$ cat src/rtl/sequenced_ring_slot_manager_assert.svh
// ----------------------------------------------------------------------------
// sequenced ring slot manager assertion macros
// property wrappers on clk with rst_n as the disable condition
// ----------------------------------------------------------------------------
`ifndef SEQUENCED_RING_SLOT_MANAGER_ASSERT_SVH
`define SEQUENCED_RING_SLOT_MANAGER_ASSERT_SVH

// same-cycle implication
`define SRSM_ASSERT_NOW(label, ante, cons, msg) \
    label: assert property (@(posedge clk) disable iff (!rst_n) (ante) |-> (cons)) \
        else $error(msg);

// next-cycle implication
`define SRSM_ASSERT_NEXT(label, ante, cons, msg) \
    label: assert property (@(posedge clk) disable iff (!rst_n) (ante) |=> (cons)) \
        else $error(msg);

`endif

$ cat src/rtl/srsm_pkg.sv
// ----------------------------------------------------------------------------
// srsm_pkg
// operation and status codes, field widths and defaults of the slot manager
// ----------------------------------------------------------------------------
package srsm_pkg;

    localparam int CAPACITY_DEFAULT = 8;
    localparam int POS_BITS_DEFAULT = 32;

    localparam int OP_W     = 3;
    localparam int STATUS_W = 2;
    localparam int TICKET_W = 32;
    localparam int POS_W    = 32;
    localparam int SLOT_W   = 3;
    localparam int BYTE_W   = 15;
    localparam int HALF_W   = 14;
    localparam int CHUNK_W  = 13;
    localparam int OUT_W    = POS_W + SLOT_W + BYTE_W + HALF_W;

    localparam logic [CHUNK_W-1:0] CHUNK_RESET = 13'd64;

    localparam logic [OP_W-1:0] OP_PCLAIM   = 3'd0;
    localparam logic [OP_W-1:0] OP_PCOMMIT  = 3'd1;
    localparam logic [OP_W-1:0] OP_CCLAIM   = 3'd2;
    localparam logic [OP_W-1:0] OP_CRELEASE = 3'd3;
    localparam logic [OP_W-1:0] OP_STOP     = 3'd4;

    localparam logic [STATUS_W-1:0] ST_DONE      = 2'd0;
    localparam logic [STATUS_W-1:0] ST_NOT_READY = 2'd1;
    localparam logic [STATUS_W-1:0] ST_SHUT_DOWN = 2'd2;
    localparam logic [STATUS_W-1:0] ST_STALE     = 2'd3;

endpackage

$ cat src/rtl/sequenced_ring_slot_manager.sv
// ----------------------------------------------------------------------------
// sequenced_ring_slot_manager
// slot bookkeeping of a power-of-two ring with one sequence number per slot
// ----------------------------------------------------------------------------
// Takes one item per clock unless the output stalls and returns one result
// item per item via the input register and then the result register. The
// rate is set by the single execute stage that reads one slot sequence,
// compares it with the head or tail position and writes back the sequence
// table and positions in the same cycle; sequence flip-flops reset to the slot
// number, so no clearing pass is needed. The user writes chunk_bytes through
// the always-ready cfg channel only while idle; the block does not enforce it.
// ----------------------------------------------------------------------------
`include "sequenced_ring_slot_manager_assert.svh"

module sequenced_ring_slot_manager
    import srsm_pkg::*;
#(
    parameter int CAPACITY = CAPACITY_DEFAULT,
    parameter int POS_BITS = POS_BITS_DEFAULT
)
(
    input  logic                clk,
    input  logic                rst_n,
    input  logic                cfg_valid,
    output logic                cfg_ready,
    input  logic [CHUNK_W-1:0]  cfg_data,       // chunk_bytes
    input  logic                s_axis_tvalid,
    output logic                s_axis_tready,
    input  logic [TICKET_W-1:0] s_axis_tdata,   // ticket_position
    input  logic [OP_W-1:0]     s_axis_tuser,   // operation
    output logic                m_axis_tvalid,
    input  logic                m_axis_tready,
    output logic [OUT_W-1:0]    m_axis_tdata,   // position, slot_index, byte_offset,
                                                // halfword_offset
    output logic [STATUS_W-1:0] m_axis_tuser    // status
);

    localparam int SLOT_BITS = $clog2(CAPACITY);
    localparam int BPROD_W   = SLOT_BITS + CHUNK_W;
    localparam int HPROD_W   = SLOT_BITS + CHUNK_W - 1;

    // state
    logic [POS_BITS-1:0]  seq_reg [CAPACITY];
    logic [POS_BITS-1:0]  head_reg;
    logic [POS_BITS-1:0]  tail_reg;
    logic                 shut_down_reg;
    logic [CHUNK_W-1:0]   chunk_reg;

    // input register
    logic                 in_valid_reg;
    logic [OP_W-1:0]      in_op_reg;
    logic [POS_BITS-1:0]  in_ticket_reg;

    // result register
    logic                 out_valid_reg;
    logic [STATUS_W-1:0]  out_status_reg;
    logic [POS_W-1:0]     out_pos_reg;
    logic [SLOT_W-1:0]    out_slot_reg;
    logic [BYTE_W-1:0]    out_byte_reg;
    logic [HALF_W-1:0]    out_half_reg;

    // execute stage
    logic                 advance;
    logic                 exec;
    logic [SLOT_BITS-1:0] rd_slot;
    logic [POS_BITS-1:0]  seq_rd;
    logic [SLOT_BITS-1:0] ticket_slot;
    logic [POS_BITS-1:0]  head_inc;
    logic [POS_BITS-1:0]  tail_inc;
    logic [POS_BITS-1:0]  ticket_inc;
    logic [POS_BITS-1:0]  ticket_lap;
    logic [POS_BITS-1:0]  grant_pos;
    logic [SLOT_BITS-1:0] grant_slot;
    logic [CHUNK_W-2:0]   half_raw;
    logic [CHUNK_W-2:0]   half_chunk;
    logic [BPROD_W-1:0]   byte_prod;
    logic [HPROD_W-1:0]   half_prod;

    logic                 grant;
    logic [STATUS_W-1:0]  status_next;
    logic                 seq_we;
    logic [POS_BITS-1:0]  seq_wdata;
    logic                 head_we;
    logic                 tail_we;
    logic                 shut_set;

    assign cfg_ready     = 1'b1;
    assign advance       = !out_valid_reg || m_axis_tready;
    assign exec          = in_valid_reg && advance;
    assign s_axis_tready = !in_valid_reg || advance;

    assign rd_slot     = (in_op_reg == OP_CCLAIM) ? head_reg[SLOT_BITS-1:0]
                                                  : tail_reg[SLOT_BITS-1:0];
    assign seq_rd      = seq_reg[rd_slot];
    assign ticket_slot = in_ticket_reg[SLOT_BITS-1:0];
    assign head_inc    = head_reg + POS_BITS'(1);
    assign tail_inc    = tail_reg + POS_BITS'(1);
    assign ticket_inc  = in_ticket_reg + POS_BITS'(1);
    assign ticket_lap  = in_ticket_reg + POS_BITS'(CAPACITY);

    assign grant_pos  = (in_op_reg == OP_CCLAIM) ? head_reg : tail_reg;
    assign grant_slot = grant_pos[SLOT_BITS-1:0];
    assign half_raw   = chunk_reg[CHUNK_W-1:1];
    assign half_chunk = (half_raw == '0) ? (CHUNK_W-1)'(1) : half_raw;
    assign byte_prod  = BPROD_W'(grant_slot) * BPROD_W'(chunk_reg);
    assign half_prod  = HPROD_W'(grant_slot) * HPROD_W'(half_chunk);

    always_comb
    begin
        grant       = 1'b0;
        status_next = ST_DONE;
        seq_we      = 1'b0;
        seq_wdata   = ticket_inc;
        head_we     = 1'b0;
        tail_we     = 1'b0;
        shut_set    = 1'b0;
        unique case (in_op_reg)
            OP_PCLAIM:
            begin
                if (shut_down_reg)
                begin
                    status_next = ST_SHUT_DOWN;
                end
                else if (seq_rd == tail_reg)
                begin
                    grant = 1'b1;
                end
                else
                begin
                    status_next = ST_NOT_READY;
                end
            end
            OP_PCOMMIT:
            begin
                if (in_ticket_reg == tail_reg)
                begin
                    tail_we = 1'b1;
                    seq_we  = 1'b1;
                end
                else
                begin
                    status_next = ST_STALE;
                end
            end
            OP_CCLAIM:
            begin
                if (seq_rd == head_inc)
                begin
                    grant   = 1'b1;
                    head_we = 1'b1;
                end
                else
                begin
                    status_next = ST_NOT_READY;
                end
            end
            OP_CRELEASE:
            begin
                seq_we    = 1'b1;
                seq_wdata = ticket_lap;
            end
            OP_STOP:
            begin
                shut_set = 1'b1;
            end
            default:
            begin
                status_next = ST_NOT_READY;
            end
        endcase
    end

    // configuration
    always_ff @(posedge clk or negedge rst_n)
    begin
        if (!rst_n)
        begin
            chunk_reg <= CHUNK_RESET;
        end
        else if (cfg_valid && cfg_ready)
        begin
            chunk_reg <= cfg_data;
        end
    end

    // ring state
    always_ff @(posedge clk or negedge rst_n)
    begin
        if (!rst_n)
        begin
            for (int i = 0; i < CAPACITY; i++)
            begin
                seq_reg[i] <= POS_BITS'(i);
            end
            head_reg      <= '0;
            tail_reg      <= '0;
            shut_down_reg <= 1'b0;
        end
        else if (exec)
        begin
            if (seq_we)
            begin
                seq_reg[ticket_slot] <= seq_wdata;
            end
            if (head_we)
            begin
                head_reg <= head_inc;
            end
            if (tail_we)
            begin
                tail_reg <= tail_inc;
            end
            if (shut_set)
            begin
                shut_down_reg <= 1'b1;
            end
        end
    end

    // input register
    always_ff @(posedge clk or negedge rst_n)
    begin
        if (!rst_n)
        begin
            in_valid_reg <= 1'b0;
        end
        else if (s_axis_tready)
        begin
            in_valid_reg <= s_axis_tvalid;
        end
    end

    always_ff @(posedge clk)
    begin
        if (s_axis_tvalid && s_axis_tready)
        begin
            in_op_reg     <= s_axis_tuser;
            in_ticket_reg <= POS_BITS'(s_axis_tdata);
        end
    end

    // result register
    always_ff @(posedge clk or negedge rst_n)
    begin
        if (!rst_n)
        begin
            out_valid_reg <= 1'b0;
        end
        else if (advance)
        begin
            out_valid_reg <= in_valid_reg;
        end
    end

    always_ff @(posedge clk)
    begin
        if (exec)
        begin
            out_status_reg <= status_next;
            if (grant)
            begin
                out_pos_reg  <= POS_W'(grant_pos);
                out_slot_reg <= SLOT_W'(grant_slot);
                out_byte_reg <= BYTE_W'(byte_prod);
                out_half_reg <= HALF_W'(half_prod);
            end
            else
            begin
                out_pos_reg  <= '0;
                out_slot_reg <= '0;
                out_byte_reg <= '0;
                out_half_reg <= '0;
            end
        end
    end

    assign m_axis_tvalid = out_valid_reg;
    assign m_axis_tuser  = out_status_reg;
    assign m_axis_tdata  = {out_half_reg, out_byte_reg, out_slot_reg, out_pos_reg};

    // checks
    `SRSM_ASSERT_NOW(a_fail_no_payload, m_axis_tvalid && (m_axis_tuser != ST_DONE),
        m_axis_tdata == '0, "failed operation carries a non-zero payload")
    `SRSM_ASSERT_NEXT(a_shut_down_sticky, shut_down_reg, shut_down_reg,
        "shut down flag cleared after being set")
    `SRSM_ASSERT_NEXT(a_head_step, 1'b1,
        (head_reg == $past(head_reg)) || (head_reg == $past(head_reg) + POS_BITS'(1)),
        "head position moved by more than one")

endmodule
$ cat config.mk
export PLATFORM = sky130hd
export DESIGN_NAME = sequenced_ring_slot_manager
export DESIGN_NICKNAME = d
export VERILOG_FILES = /design/src/rtl/srsm_pkg.sv /design/src/rtl/sequenced_ring_slot_manager.sv
export VERILOG_INCLUDE_DIRS = /design/src /design/src/rtl
export SDC_FILE = /design/constraint.sdc
export NUM_CORES = 1
export LEC_CHECK = 0
export BUFFER_PORTS_ARGS = -buffer_cell sky130_fd_sc_hd__buf_4
export CAP_MARGIN = 30
export CORE_MARGIN = 5
export CORE_UTILIZATION = 25
export DETAILED_ROUTE_END_ITERATION = 8
export GPL_ROUTABILITY_DRIVEN = 0
export REMOVE_ABC_BUFFERS = 1
export SYNTH_ARGS = -nofsm -noshare
export SYNTH_HDL_FRONTEND = slang
export SYNTH_SLANG_ARGS = --single-unit
$ cat constraint.sdc
create_clock -name clk -period 7.25 [get_ports clk]
set_clock_uncertainty 0.1 [all_clocks]
set_input_delay 1.8125 -clock clk [delete_from_list [all_inputs] [get_ports clk]]
set_output_delay 1.8125 -clock clk [all_outputs]
set_load 0.03 [all_outputs]
== After elaboration in Yosys (flattened, before gate mapping) ==
Cells that the tools add are included.
Operators by class
  add/subtract/negate cells: 4
  $mul: 2
  magnitude comparators: 3
  equality and inequality tests: 7
  muxes and demuxes: 24
  bitwise logic cells: 2
  reductions and logical operators: 14
Operators with widths (count)
  bitwise mux 256 bit: 1
  2-to-1 mux 32 bit: 5
  adder 32 x 1 -> 32 bit, second input constant: 3
  binary-select mux 32 bit (select 3 bit): 1
  demux 32 bit (select 3 bit): 1
  == test 32 bit: 3
  adder 32 x 4 -> 32 bit, second input constant: 1
  multiplier 3 x 13 -> 15 bit: 1
  multiplier 3 x 12 -> 14 bit: 1
  zero test 12 bit: 1
  2-to-1 mux 12 bit: 1
  2-to-1 mux 1 bit: 9
  >= comparator 4 bit, second input constant: 2
  NOT 3 -> 4 bit: 2
  case mux 2 bit (4 select lines): 1
  AND reduction 2 bit: 4
  == test 3 x 2 -> 1 bit, second input constant: 2
  < comparator 4 x 1 -> 1 bit, second input constant: 1
  2-to-1 mux 2 bit: 2
  case mux 1 bit (2 select lines): 2
  == test 3 x 1 -> 1 bit, second input constant: 1
  == test 3 bit, second input constant: 1
  logical AND 1 bit: 3
  zero test 3 bit: 1
  other kinds (4): 6
Word-level totals
  register bits after elaboration: 437
  input bits: 53
  output and inout port bits: 69
  word-level logic and storage cells: 77

== Longest topological paths before layout ==
  depth in word-level cells: 10
  mapped depth: 24
  mapped depth without buffers: 18

== Worst setup path after synthesis ==
Ideal clock, no wire load.
  kind: reg2reg
  from: register in_op_reg[0]
  to: register out_byte_reg[14] (data pin)
  setup time: 0.277 ns
  data arrival time: 4.636 ns
  required time: 6.873 ns
  setup slack: 2.238 ns
  stages on the path, launching flop included: 24
  buffers on the path: 6
  period minus slack after synthesis: 5.012 ns
  path through: edfxtp_1 > buf_4 > nor3b_4 > buf_6 > mux2_4 > buf_4 > buf_6 > buf_6 > clkbuf_1 > nand2_1 > fa_1 > inv_1 > ha_1 > fa_1 > a21o_1 > a21oi_1 > o21bai_1 > a21oi_1 > nor2b_1 > o21a_1 > o31a_1 > o41ai_1 > xnor2_1 > nor3_1
On the way
  word-level cells in the longest chain between the ends: 10
  elaborated cells between the ends (all ways): 15
  classes of those cells: 1 x mul; 3 x eq/ne; 9 x mux; 1 x bitwise; 1 x reduce/logical
Ends and longest elaborated chain
  start, declared: RTL line sequenced_ring_slot_manager.sv:51  | logic [OP_W-1:0] in_op_reg;
  start signal, assigned: RTL line sequenced_ring_slot_manager.sv:237  | in_op_reg <= s_axis_tuser;
  parallel branches: the longest is 10 deep, another holds multiplier 3 x 13 -> 15 bit
  end signal, assigned: RTL line sequenced_ring_slot_manager.sv:264  | out_byte_reg <= BYTE_W'(byte_prod);
  end, declared: RTL line sequenced_ring_slot_manager.sv:59  | logic [BYTE_W-1:0] out_byte_reg;
Several ways; the timed one is not identified. The select of a mux whose other input is x is not followed.
A chain may end at the register's enable or synchronous reset.

== Worst setup path in the final report ==
  from: register in_op_reg[1]
  to: register out_byte_reg[8] (data pin)
Same word-level chain as after synthesis.

==> metrics <==
Core Region 91900 µm²; max reg flops 256; clk buf depth 3; Worst-Margin Slew 1020 ps; Post-synth EDFFs 98; residual DRC count 0; # hold bufs at CTS 0; crit share post-route 78.4%; met2 Use GR 22.1%; Layout Nets 2440; PostCTS Resize Cnt 0; Die Span Y 315 µm; most used cell, CP buf_4; GRT overflow 0; Hold Fails Final Rpt 0; vias 17600; All-Layer GR Usage 14.0%; CP Capture Type flip-flop; Setup WS post-layout 1570 ps; CTS HTree Levels 2; largest net degree at the start of global routing 153; Post-CTS Setup Bufs 0; Max Clk Rate 0.176 GHz; port bufs 120; Antenna Cells 0; row cnt 111; Fillers 9645; Syn-to-layout area delta 15.4%; drt pass-1 iters 5; DRT antenna net count 0; clock latency on the worst-skew pair 600 ps; Worst EP required 7560 ps; mapped cell area 23200 µm²; first-pass GRT wire length 109000 µm; worst vdd rail ir drop 0.170 mV; Mapped Avg Cell Area 10.0 µm²; HPWL after DPL 48400 µm; Seq/Total Area, Yosys 48.9%; final hold slack 376 ps; width of the die 315 µm; final worst path period need 5680 ps; class of the worst hold path flip-flop to flip-flop; met1 Use GR 19.3%; CTS buffer count 47; status complete, no violations; CTS tree built; Rel. slew slack 31.6%; reg2reg setup slack 1570 ps; CTS Sinks 434; vias per std cell 4.87; Worst EP arrival 6000 ps; initial antenna violation count 2; drt initial violations 1527; Startpoint Class flip-flop; die area 99200 µm²; synth warn 0; WL per Instance 19.7 µm; Max Slew Vio Count 0; CP Class flip-flop to flip-flop; Max Cap Viol 0; root buffer cell clkbuf_16; pwr/cell area 232 nW/µm²; Post-Place Setup Slack 1650 ps; worst-path cell chain nor3b_4 -> buf_4 -> mux2i_4 -> buf_4 -> a2111oi_0 -> nor4_2 -> xnor2_1 -> nor4_1 -> nand4_1 -> nor4_4 -> buf_4 -> a22oi_2 -> buf_4 -> nor4_1; clk slew on worst S/H paths 60 ps; RSZ-0062 raised after global routing false; Leak 11.6 nW; Cells after Synth 2313; Initial Util 25.3%; share of cells above drive strength 1 13.4%; Total Wirelength 71000 µm; Seq cells post-synth 434; gr busiest metal met2; FFs w/ async S/R, synth 77.4%; met3 usage in global routing 2.87%; CP max stage delay 640 ps; Critical-path top delay cell buf_4; # setup viols final 0; Netlist cell types 75; number of global-route vias before repair 17200; I/O pin cnt 122; ys flop type dfrtp_1; crit path max fanout 53
-- power by group --
part | leakage, nW | internal [mW] | total (mW) | switching (mW)
sequential | 5.42 | 2.78 | 2.96 | 0.179
clock | 0.769 | 1.43 | 2.45 | 1.02
combinational | 5.45 | 0.306 | 0.815 | 0.509
-- cell families (layout without fill, tap and decap cells) --
family,count (synthesis),count (layout),share of synthesized area (%)
multiplexers,87,87,4.41
AO/OA/AOI/OAI,485,485,13.9
buffers and inverters,266,324,4.88
adder cells (fa/ha/maj),54,54,3.65
flip-flops,434,434,48.9
XOR/XNOR,225,225,8.48
other,1,1,0.0161
AND/OR/NAND/NOR,761,761,15.7
-- per-stage QoR --
step	utilization [%]	cells	cell area (µm²)	setup TNS [ps]	total power, mW
after detailed placement	27.5	3526	25300	0	3.81
after global routing	29.2	3614	26800	0	6.51
final	29.2	3614	26800	0	6.22
after global placement	27.5	3526	25300	0	3.80
after floorplan	-	2128	22400	-175790	3.47
after CTS	29.2	3613	26800	0	6.28
-- per-layer routing --
layer	vias up	wire, µm
met5	-	9
met4	2	2350
met3	151	5160
met2	628	32100
met1	8593	31400
li1	8220	-
-- worst max-delay path: cells and delay by family, from the launching register on --
family,cells,cell delay (ps)
flip-flops,1,590
multiplexers,1,560
XOR/XNOR,1,140
AND/OR/NAND/NOR,6,2170
buffers and inverters,4,1630
AO/OA/AOI/OAI,2,270
-- synth_stat cells, types with 14 or more instances --
cell / count / share of area [%]
nand4_1: 54 / 1.5
clkbuf_1: 114 / 1.8
buf_1: 14 / 0.23
o2111ai_1: 22 / 0.83
nor4_1: 28 / 0.75
nand3_1: 46 / 0.99
inv_1: 80 / 1.3
nor2_1: 117 / 1.9
xnor2_1: 131 / 4.9
fa_1: 23 / 2.0
nand2_1: 343 / 5.5
mux2i_1: 58 / 2.5
and2_1: 17 / 0.46
mux2_2: 16 / 0.78
a2111oi_0: 50 / 1.9
a21oi_1: 80 / 1.7
xor2_1: 94 / 3.5
and3_1: 23 / 0.62
o211a_1: 49 / 2.1
o21ai_0: 201 / 4.3
nor3_1: 70 / 1.5
edfxtp_1: 98 / 13
ha_1: 31 / 1.7
o211ai_1: 27 / 0.87
dfrtp_1: 323 / 35
buf_2: 38 / 0.82
-- cell usage in the layout (no fill, tap or decap), types with 7 or more instances in the layout --
cell type,n
nand2_1,337
dfrtp_1,323
o21ai_0,201
buf_4,152
xnor2_1,131
nor2_1,115
edfxtp_1,98
xor2_1,94
a21oi_1,80
inv_1,79
nor3_1,70
mux2i_1,57
nand4_1,54
a2111oi_0,50
o211a_1,49
clkbuf_16,47
nand3_1,46
ha_1,31
nor4_1,28
o211ai_1,27
fa_1,23
and3_1,22
o2111ai_1,22
mux2_2,16
and2_1,16
clkbuf_1,15
dfstp_2,13
nor4_2,11
clkinv_2,10
mux4_2,10
nor2b_1,9
a32oi_1,9
o21bai_1,9
clkbuf_8,8
a32o_1,7
-- final timing paths --
check | end | startpoint | depth (start not counted)
worst min-delay path | seq_reg[4] | seq_reg[4] | 2
max in group asynchronous | seq_reg[189] | rst_n | 2
min in group asynchronous | seq_reg[144] | rst_n | 1
worst min register to register | seq_reg[4] | seq_reg[4] | 2
worst max register to register | out_byte_reg[8] | in_op_reg[1] | 14
worst max-delay path | out_byte_reg[8] | in_op_reg[1] | 14
-- cell type report --
class | count | area (µm²) | share of cell area, %
inverter | 81 | 305 | 1.14
multi-input combinational | 1613 | 10800 | 40.4
timing repair buffer | 156 | 1220 | 4.53
sequential | 434 | 11400 | 42.4
clock inverter | 17 | 209 | 0.779
clock buffer | 70 | 1340 | 5.01
tap | 1243 | 1560 | 5.80
Note: power is estimated with default switching activity, not from simulation.
